`src/hdl/adsr_pkg.sv`:
```
// adsr envelope generator shared widths, fixed-point constants and codes
`default_nettype none

package adsr_pkg;

  // fixed field widths
  localparam int unsigned LEN_W      = 24;
  localparam int unsigned LEVEL_W    = 16;
  localparam int unsigned FACTOR_W   = 16;
  localparam int unsigned CURVE_W    = 2;
  localparam int unsigned SEG_W      = 2;
  localparam int unsigned PROD_W     = 32;

  // level format: unsigned with FRAC_BITS fraction bits, ONE = 1.0
  localparam int unsigned FRAC_BITS  = 15;
  localparam logic [LEVEL_W-1:0] ONE  = LEVEL_W'(1 << FRAC_BITS);
  localparam logic [LEVEL_W-1:0] HALF = LEVEL_W'(1 << (FRAC_BITS - 1));

  // rounding constant for q0.16 factor multiplies
  localparam logic [PROD_W-1:0] FACTOR_RND = PROD_W'(1 << (FACTOR_W - 1));

  // configuration port
  localparam int unsigned CFG_IDX_W  = 3;
  localparam int unsigned CFG_DATA_W = 24;

  typedef logic [CFG_IDX_W-1:0] cfg_idx_t;

  localparam cfg_idx_t REG_ATTACK_LEN     = 3'd0;
  localparam cfg_idx_t REG_GATE_LEN       = 3'd1;
  localparam cfg_idx_t REG_TOTAL_LEN      = 3'd2;
  localparam cfg_idx_t REG_SUSTAIN_LEVEL  = 3'd3;
  localparam cfg_idx_t REG_ATTACK_FACTOR  = 3'd4;
  localparam cfg_idx_t REG_DECAY_FACTOR   = 3'd5;
  localparam cfg_idx_t REG_RELEASE_FACTOR = 3'd6;
  localparam cfg_idx_t REG_CURVE_ENABLE   = 3'd7;

  // curve_enable bits
  localparam int unsigned CURVE_DECAY_BIT   = 0;
  localparam int unsigned CURVE_RELEASE_BIT = 1;

  // segment codes
  typedef logic [SEG_W-1:0] seg_t;

  localparam seg_t SEG_ATTACK  = 2'd0;
  localparam seg_t SEG_DECAY   = 2'd1;
  localparam seg_t SEG_RELEASE = 2'd2;
  localparam seg_t SEG_IDLE    = 2'd3;

  // register reset values
  localparam logic [LEN_W-1:0]   RST_ATTACK_LEN   = 24'd0;
  localparam logic [LEN_W-1:0]   RST_GATE_LEN     = 24'd44100;
  localparam logic [LEN_W-1:0]   RST_TOTAL_LEN    = 24'd176400;
  localparam logic [CURVE_W-1:0] RST_CURVE_ENABLE = 2'd3;

endpackage

`default_nettype wire

```
`src/hdl/adsr_envelope_generator.sv`:
```
// adsr envelope generator: exponential attack/decay/sustain/release, one sample per item
//
// usage: each item on the input channel is one sample tick. in_restart = 1 starts a
// new note at sample zero on that tick, 0 lets the running note advance by one sample.
// every item gives exactly one result item: out_level (q1.15 unsigned), out_segment
// (attack, decay/sustain, release, idle) and out_final_sample on the last sample.
// configuration registers are written through cfg_we/cfg_index/cfg_wdata; the user must
// write them only while no item is in flight (not enforced by the block); writes take
// effect at the next item. the result register loads at the edge that accepts the item.
// throughput: 1 item per cycle while the result register is not stalled. the envelope
// state (sample count, curve term, last level) updates at every accepted item through
// one pass of compare/multiply-add logic, so the next item sees the updated state.
// stall: the result register holds its item while out_stall is high; in_stall rises
// only when that register is full and stalled, so a new item enters in the same cycle
// the old result is taken.
// reset: rst_n low (synchronous) empties the result register, stops any note (idle, so
// later items give level 0 / segment idle) and loads the register reset values.
`default_nettype none

module adsr_envelope_generator
  import adsr_pkg::*;
#(
  parameter int unsigned INDEX_BITS = 24
) (
  input  wire logic                  clk,
  input  wire logic                  rst_n,
  // configuration
  input  wire logic                  cfg_we,
  input  wire logic [CFG_IDX_W-1:0]  cfg_index,
  input  wire logic [CFG_DATA_W-1:0] cfg_wdata,
  // input items
  input  wire logic                  in_valid,
  output logic                       in_stall,
  input  wire logic                  in_restart,
  // result items
  output logic                       out_valid,
  input  wire logic                  out_stall,
  output logic [LEVEL_W-1:0]         out_level,
  output logic [SEG_W-1:0]           out_segment,
  output logic                       out_final_sample
);

  // compare width covers both the length registers and the sample index plus one
  localparam int unsigned CMP_W = (INDEX_BITS + 1 > LEN_W) ? INDEX_BITS + 1 : LEN_W;

  // configuration registers
  logic [LEN_W-1:0]    attack_len_r;
  logic [LEN_W-1:0]    gate_len_r;
  logic [LEN_W-1:0]    total_len_r;
  logic [LEVEL_W-1:0]  sustain_level_r;
  logic [FACTOR_W-1:0] attack_factor_r;
  logic [FACTOR_W-1:0] decay_factor_r;
  logic [FACTOR_W-1:0] release_factor_r;
  logic [CURVE_W-1:0]  curve_enable_r;

  // envelope state
  logic [INDEX_BITS-1:0] sample_count_r, sample_count_nxt;
  logic [LEVEL_W-1:0]    curve_term_r, curve_term_nxt;
  logic [LEVEL_W-1:0]    last_level_r, last_level_nxt;
  logic                  active_r, active_nxt;

  // result register
  logic                  out_valid_r, out_valid_nxt;
  logic [LEVEL_W-1:0]    out_level_r, out_level_nxt;
  seg_t                  out_segment_r, out_segment_nxt;
  logic                  out_final_r, out_final_nxt;

  logic                  in_accept;

  // state as seen by this sample, after a possible restart
  logic [INDEX_BITS-1:0] n_eff;
  logic [LEVEL_W-1:0]    ct_eff;
  logic [LEVEL_W-1:0]    ll_eff;
  logic                  act_eff;

  logic [CMP_W-1:0]      n_x, n1_x, att_x, gate_x, tot_x;
  logic                  in_release, in_attack;

  logic [LEVEL_W-1:0]    sus_sat;
  logic [LEVEL_W-1:0]    sus_gap;
  logic [FACTOR_W-1:0]   ct_factor;
  logic [PROD_W-1:0]     ct_prod;
  logic [PROD_W-1:0]     rel_prod;
  logic [PROD_W-1:0]     dec_prod;
  logic [LEVEL_W-1:0]    ct_scaled;
  logic [LEVEL_W-1:0]    rel_level;
  logic [LEVEL_W-1:0]    dec_level;

  // ---------------------------------------------------------------- handshake
  assign in_stall  = out_valid_r & out_stall;
  assign in_accept = in_valid & ~in_stall;

  assign out_valid        = out_valid_r;
  assign out_level        = out_level_r;
  assign out_segment      = out_segment_r;
  assign out_final_sample = out_final_r;

  // ---------------------------------------------------------------- configuration
  always_ff @(posedge clk) begin
    if (!rst_n) begin
      attack_len_r     <= RST_ATTACK_LEN;
      gate_len_r       <= RST_GATE_LEN;
      total_len_r      <= RST_TOTAL_LEN;
      sustain_level_r  <= '0;
      attack_factor_r  <= '0;
      decay_factor_r   <= '0;
      release_factor_r <= '0;
      curve_enable_r   <= RST_CURVE_ENABLE;
    end else if (cfg_we) begin
      case (cfg_index)
        REG_ATTACK_LEN:     attack_len_r     <= cfg_wdata[LEN_W-1:0];
        REG_GATE_LEN:       gate_len_r       <= cfg_wdata[LEN_W-1:0];
        REG_TOTAL_LEN:      total_len_r      <= cfg_wdata[LEN_W-1:0];
        REG_SUSTAIN_LEVEL:  sustain_level_r  <= cfg_wdata[LEVEL_W-1:0];
        REG_ATTACK_FACTOR:  attack_factor_r  <= cfg_wdata[FACTOR_W-1:0];
        REG_DECAY_FACTOR:   decay_factor_r   <= cfg_wdata[FACTOR_W-1:0];
        REG_RELEASE_FACTOR: release_factor_r <= cfg_wdata[FACTOR_W-1:0];
        REG_CURVE_ENABLE:   curve_enable_r   <= cfg_wdata[CURVE_W-1:0];
        default: begin
        end
      endcase
    end
  end

  // ---------------------------------------------------------------- sample datapath
  // restart forces a fresh note: index zero, curve term one, previous level zero
  assign n_eff   = in_restart ? '0  : sample_count_r;
  assign ct_eff  = in_restart ? ONE : curve_term_r;
  assign ll_eff  = in_restart ? '0  : last_level_r;
  assign act_eff = in_restart | active_r;

  assign n_x    = CMP_W'(n_eff);
  assign n1_x   = n_x + CMP_W'(1);
  assign att_x  = CMP_W'(attack_len_r);
  assign gate_x = CMP_W'(gate_len_r);
  assign tot_x  = CMP_W'(total_len_r);

  // release wins over attack when the gate falls inside the attack
  assign in_release = (n_x >= gate_x);
  assign in_attack  = ~in_release & (n_x < att_x);

  assign sus_sat = (sustain_level_r > ONE) ? ONE : sustain_level_r;
  assign sus_gap = ONE - sus_sat;

  // curve term recursion: one shared multiply, factor picked by segment
  assign ct_factor = in_attack ? attack_factor_r : decay_factor_r;
  assign ct_prod   = PROD_W'(ct_eff) * PROD_W'(ct_factor) + FACTOR_RND;
  assign ct_scaled = ct_prod[FACTOR_W +: LEVEL_W];

  // release: previous level times the per-sample factor
  assign rel_prod  = PROD_W'(ll_eff) * PROD_W'(release_factor_r) + FACTOR_RND;
  assign rel_level = rel_prod[FACTOR_W +: LEVEL_W];

  // decay: s + (one - s) * x, rounded
  assign dec_prod  = PROD_W'(sus_gap) * PROD_W'(ct_eff) + PROD_W'(HALF);
  assign dec_level = sus_sat + dec_prod[FRAC_BITS +: LEVEL_W];

  always_comb begin
    sample_count_nxt = n_eff;
    curve_term_nxt   = ct_eff;
    last_level_nxt   = ll_eff;
    active_nxt       = act_eff;
    out_level_nxt    = '0;
    out_segment_nxt  = SEG_IDLE;
    out_final_nxt    = 1'b0;

    if (act_eff) begin
      if (n_x >= tot_x) begin
        // note already over, or zero total length
        active_nxt = 1'b0;
      end else begin
        if (in_release) begin
          out_segment_nxt = SEG_RELEASE;
          out_level_nxt   = curve_enable_r[CURVE_RELEASE_BIT] ? rel_level : '0;
        end else if (in_attack) begin
          out_segment_nxt = SEG_ATTACK;
          out_level_nxt   = ONE - ct_eff;
          // last attack sample hands a fresh term to the decay
          curve_term_nxt  = (n1_x == att_x) ? ONE : ct_scaled;
        end else begin
          out_segment_nxt = SEG_DECAY;
          if (curve_enable_r[CURVE_DECAY_BIT]) begin
            out_level_nxt  = dec_level;
            curve_term_nxt = ct_scaled;
          end else begin
            out_level_nxt  = sus_sat;
          end
        end
        last_level_nxt = out_level_nxt;
        if (n1_x == tot_x) begin
          out_final_nxt = 1'b1;
          active_nxt    = 1'b0;
        end
        sample_count_nxt = n1_x[INDEX_BITS-1:0];
      end
    end
  end

  assign out_valid_nxt = in_accept | (out_valid_r & out_stall);

  // ---------------------------------------------------------------- registers
  always_ff @(posedge clk) begin
    if (!rst_n) begin
      sample_count_r <= '0;
      curve_term_r   <= ONE;
      last_level_r   <= '0;
      active_r       <= 1'b0;
      out_valid_r    <= 1'b0;
    end else begin
      out_valid_r <= out_valid_nxt;
      if (in_accept) begin
        sample_count_r <= sample_count_nxt;
        curve_term_r   <= curve_term_nxt;
        last_level_r   <= last_level_nxt;
        active_r       <= active_nxt;
      end
    end
  end

  always_ff @(posedge clk) begin
    if (in_accept) begin
      out_level_r   <= out_level_nxt;
      out_segment_r <= out_segment_nxt;
      out_final_r   <= out_final_nxt;
    end
  end

  // ---------------------------------------------------------------- checks
`ifndef ASSERT_OFF
  // an accepted item always shows up in the result register next cycle
  a_accept_fills: assert property (@(posedge clk) disable iff (!rst_n)
    in_accept |=> out_valid_r)
    else $error("accepted item did not reach the result register");

  // the input side only stalls behind a full, stalled result register
  a_stall_cause: assert property (@(posedge clk) disable iff (!rst_n)
    in_stall |-> (out_valid_r && out_stall))
    else $error("input stalled without a stalled result");

  // idle results carry zero level and never flag the final sample
  a_idle_quiet: assert property (@(posedge clk) disable iff (!rst_n)
    (out_valid_r && out_segment_r == SEG_IDLE) |-> (out_level_r == '0 && !out_final_r))
    else $error("idle result with nonzero level or final flag");

  // after the final sample the note is stopped
  a_final_stops: assert property (@(posedge clk) disable iff (!rst_n)
    (in_accept && out_final_nxt) |=> !active_r)
    else $error("note still active after its final sample");
`endif

endmodule

`default_nettype wire
```
`config.mk`:
```
export PLATFORM = sky130hd
export DESIGN_NAME = adsr_envelope_generator
export DESIGN_NICKNAME = d
export VERILOG_FILES = /design/src/hdl/adsr_pkg.sv /design/src/hdl/adsr_envelope_generator.sv
export SDC_FILE = /design/constraint.sdc
export NUM_CORES = 2
export LEC_CHECK = 0
export BUFFER_PORTS_ARGS = -buffer_cell sky130_fd_sc_hd__buf_2
export CELL_PAD_IN_SITES_DETAIL_PLACEMENT = 0
export CELL_PAD_IN_SITES_GLOBAL_PLACEMENT = 1
export CORE_MARGIN = 2
export CORE_UTILIZATION = 35
export DETAILED_ROUTE_END_ITERATION = 7
export HOLD_SLACK_MARGIN = 0.05
export PLACE_DENSITY = 0.66
export SLEW_MARGIN = 25
export SYNTH_ARGS = -nofsm -noshare
export SYNTH_HDL_FRONTEND = slang
export SYNTH_SLANG_ARGS = --single-unit
```
`constraint.sdc`:
```
create_clock -name clk -period 25.2 [get_ports clk]
set_clock_uncertainty 0.2 [all_clocks]
set_input_delay 3.78 -clock clk [delete_from_list [all_inputs] [get_ports clk]]
set_output_delay 3.78 -clock clk [all_outputs]
set_load 0.05 [all_outputs]
```
==> impl_metrics.tcl <==
set metrics [dict create \
    cp.arrival_ns 14.12 \
    layout.nets 5513 \
    synth_ff_type "dfxtp_1" \
    drive_above_1_share_pct 4.96 \
    p_per_area_mw_per_mm2 27.0 \
    cp_slowest_cell "clkinv_1" \
    insertion_delay_ns 0.58 \
    dp_hpwl_mm 90.3 \
    ys_seq_area_share_pct 12.2 \
    rows 119 \
    clock.fmax_mhz 72.0 \
    grt_max_degree 98 \
    ys_warn_count 0 \
    crit_required_ns 25.44 \
    cts.sinks 215 \
    maxCapViolCount 0 \
    numCtsBuffers 27 \
    hp-start "gate_len_r[14]$_SDFFE_PN0P_" \
    period_share_pct 55.1 \
    vias 29500 \
    cp_max_fo 35 \
    worstSetupStartpointType "primary input" \
    crit_top_cell "fa_1" \
    syn_avg_cell_area_sq_um 8.18 \
    areaGrowthSynthToFinish_pct 7.77 \
    wl_per_cell_um 19.6 \
    tns_ns 0 \
    p_int_mw 0.687 \
    cts_resized 0 \
    regArea_sq_mm 0.00449 \
    synth_seq_cells 215 \
    grt_pass1_wl_mm 183 \
    drtPass1Iterations 5 \
    min_to "gate_len_r[14]$_SDFFE_PN0P_" \
    setup_viol 0 \
    route.detailed.drc 0 \
    drt-total-wl_mm 116 \
    endpoint_kind "flop" \
    dieArea_sq_mm 0.108 \
    p_seq_share_pct 34.4 \
    tightest_slew_ns 1.11 \
    io_buffers 53 \
    synthArstFlopShare_pct 0 \
    antenna_left 0 \
    track_usage_pct 21.8 \
    comb_power_share_pct 26.8 \
    worst-path-buf-inv 6 \
    antenna_found_initial 3 \
    grt_pass1_vias 30600 \
    slew_headroom_pct 25.8 \
    min_path_type "flop to flop" \
    insertedDiodeCount 0 \
    coreArea_sq_mm 0.105 \
    rr_startpoint "sustain_level_r[5]$_SDFFE_PN0P_" \
    synth_nets 5552 \
    run_status "complete, no violations" \
    rr_endpoint "last_level_r[15]$_SDFFE_PN0P_" \
    p_leak_nw 19.1 \
    die_y_um 329 \
    peakVddDrop_mv 0.0464 \
    multiInputGateArea_sq_mm 0.0287 \
    p_switching_mw 0.388 \
    hold_viol_final 0 \
    cts_tree "yes" \
    grt_overflow 0 \
    h-tree-depth 1 \
    whs_path_depth 2 \
    syn-cell-area_sq_mm 0.0369 \
    cts_max_path_buffers 3 \
    cp_slowest_stage_delay_ns 0.67 \
    fin_hold_ws_ns 0.256 \
    slew_violations 0 \
    clockPowerShare_pct 38.8 \
    place.gp.congestion 0.886 \
    initial_core_util_pct 35.2 \
    pin_count 54 \
    clock-root-buffer "clkbuf_16" \
    synth_cell_types 76 \
    r2r_cells 41 \
    cp_top_family "adder cells" \
    synth_edf_count 19 \
    fillers 11000 \
    period_needed_ns 13.88 \
    path_clk_slew_ns 0.06 \
    swShare_pct 36.1 \
    cts_hold_buffers 0 \
    drtIter0Drc 1882 \
    syn_inst 4516 \
    r2r_setup_slack_ns 12.65 \
    die_w_um 329 \
    worstSetupPathType "primary input to flop" \
    rsz0062_at_grt "no" \
    final_common_cell "nand2_1" \
    most-common-layout-cells "nand2_1 (873), inv_1 (815), fa_1 (580)" \
    post_cts_buffers 0 \
    avgViaCountPerCell 5.01 \
]
layer usage:
layer  part of all wire, %  global-route usage [%]  vias to the layer above
met2                    46                    35.8                      716
met5                 0.011                       0                        -
met1                    47                    31.2                    14700
met3                   4.5                    1.74                      154
li1                      -                       -                    14000
met4                   2.5                    4.76                        2
power groups by stage:
stage,sequential [mW],combinational [mW],clock (mW)
after CTS,0.370,0.288,0.425
after global placement,0.377,0.286,0
after global routing,0.371,0.312,0.439
after floorplan,0.384,0.166,0
after detailed placement,0.377,0.286,0
final,0.370,0.288,0.417
kinds of logic (layout without fill, tap and decap cells):
| logic type | Yosys count | in the layout | synth area share (%) |
|---|---|---|---|
| multiplexers | 14 | 14 | 0.379 |
| flip-flops | 215 | 215 | 12.2 |
| adder cells (fa/ha/maj) | 1003 | 1003 | 45.8 |
| AND/OR/NAND/NOR | 1594 | 1594 | 19.0 |
| XOR/XNOR | 149 | 149 | 3.55 |
| AO/OA/AOI/OAI | 523 | 523 | 8.80 |
| buffers and inverters | 1018 | 1000 | 10.4 |
stage by stage:
stage / cells / instance area, sq um / util (%) / power [mW] / setup slack (ns)
floorplan: 4516 / 36900 / - / 0.549 / 11.78
finish: 5889 / 39800 / 37.9 / 1.07 / 11.32
global route: 5889 / 39800 / 37.9 / 1.12 / 10.64
CTS: 5889 / 39800 / 37.9 / 1.08 / 11.33
global placement: 5839 / 38900 / 37.0 / 0.663 / 10.94
detailed placement: 5839 / 38900 / 37.0 / 0.663 / 10.74
state kept, by name, summed over array words and instances (netlist names):
name              flops
out_final_sample      1
decay_factor_r       16
out_valid             1
gate_len_r           24
curve_enable_r        2
out_segment           2
curve_term_r         16
release_factor_r     16
last_level_r         16
out_level            16
attack_factor_r      16
sample_count_r       24
attack_len_r         24
active_r              1
total_len_r          24
sustain_level_r      16
synth_stat cells (all sizes together) (28+ instances only):
library cell | instances | area share [%]
o211ai | 28 | 0.57
dfxtp | 196 | 11
and2 | 126 | 2.1
fa | 580 | 31
xor2 | 39 | 0.92
o21ai | 73 | 0.99
nand4 | 30 | 0.51
xnor2 | 110 | 2.6
a21oi | 227 | 3.1
clkbuf | 180 | 1.8
nor2 | 313 | 3.2
ha | 423 | 14
inv | 816 | 8.3
nand2 | 875 | 8.9
a21o | 48 | 0.98
nor2b | 76 | 1.3
nand3 | 51 | 0.70
area by class of cell:
| class | count | area share [%] |
|---|---|---|
| Multi-Input combinational cell | 3283 | 72.1 |
| Timing Repair Buffer | 131 | 2.14 |
| Sequential cell | 215 | 11.3 |
| Tap cell | 1391 | 4.37 |
| Inverter | 819 | 7.73 |
| Clock inverter | 18 | 0.481 |
| Clock buffer | 32 | 1.87 |
how the worst max path moves through the flow:
stage | start | endpoint | cells past startpoint
2_1_floorplan | in_restart | curve_term_r[15]$_SDFFE_PN1P_ | 40
3_3_place_gp | in_restart | curve_term_r[15]$_SDFFE_PN1P_ | 34
3_5_place_dp | in_restart | curve_term_r[15]$_SDFFE_PN1P_ | 34
4_1_cts | in_restart | curve_term_r[15]$_SDFFE_PN1P_ | 34
5_1_grt | in_restart | last_level_r[15]$_SDFFE_PN0P_ | 38
6_report | in_restart | curve_term_r[15]$_SDFFE_PN1P_ | 34
worst reg2reg max path: cells and delay by family, from the launching register on:
family,cells,cell delay [ns]
and+or+nand+nor,13,3.82
DFF,1,0.45
AOI/OAI and AO/OA,12,2.69
adders and majority gates,9,3.94
buffers and inverters,4,0.43
xor gates and xnor gates,2,0.75
muxes,1,0.16
Note: power is estimated with default switching activity, not from simulation.
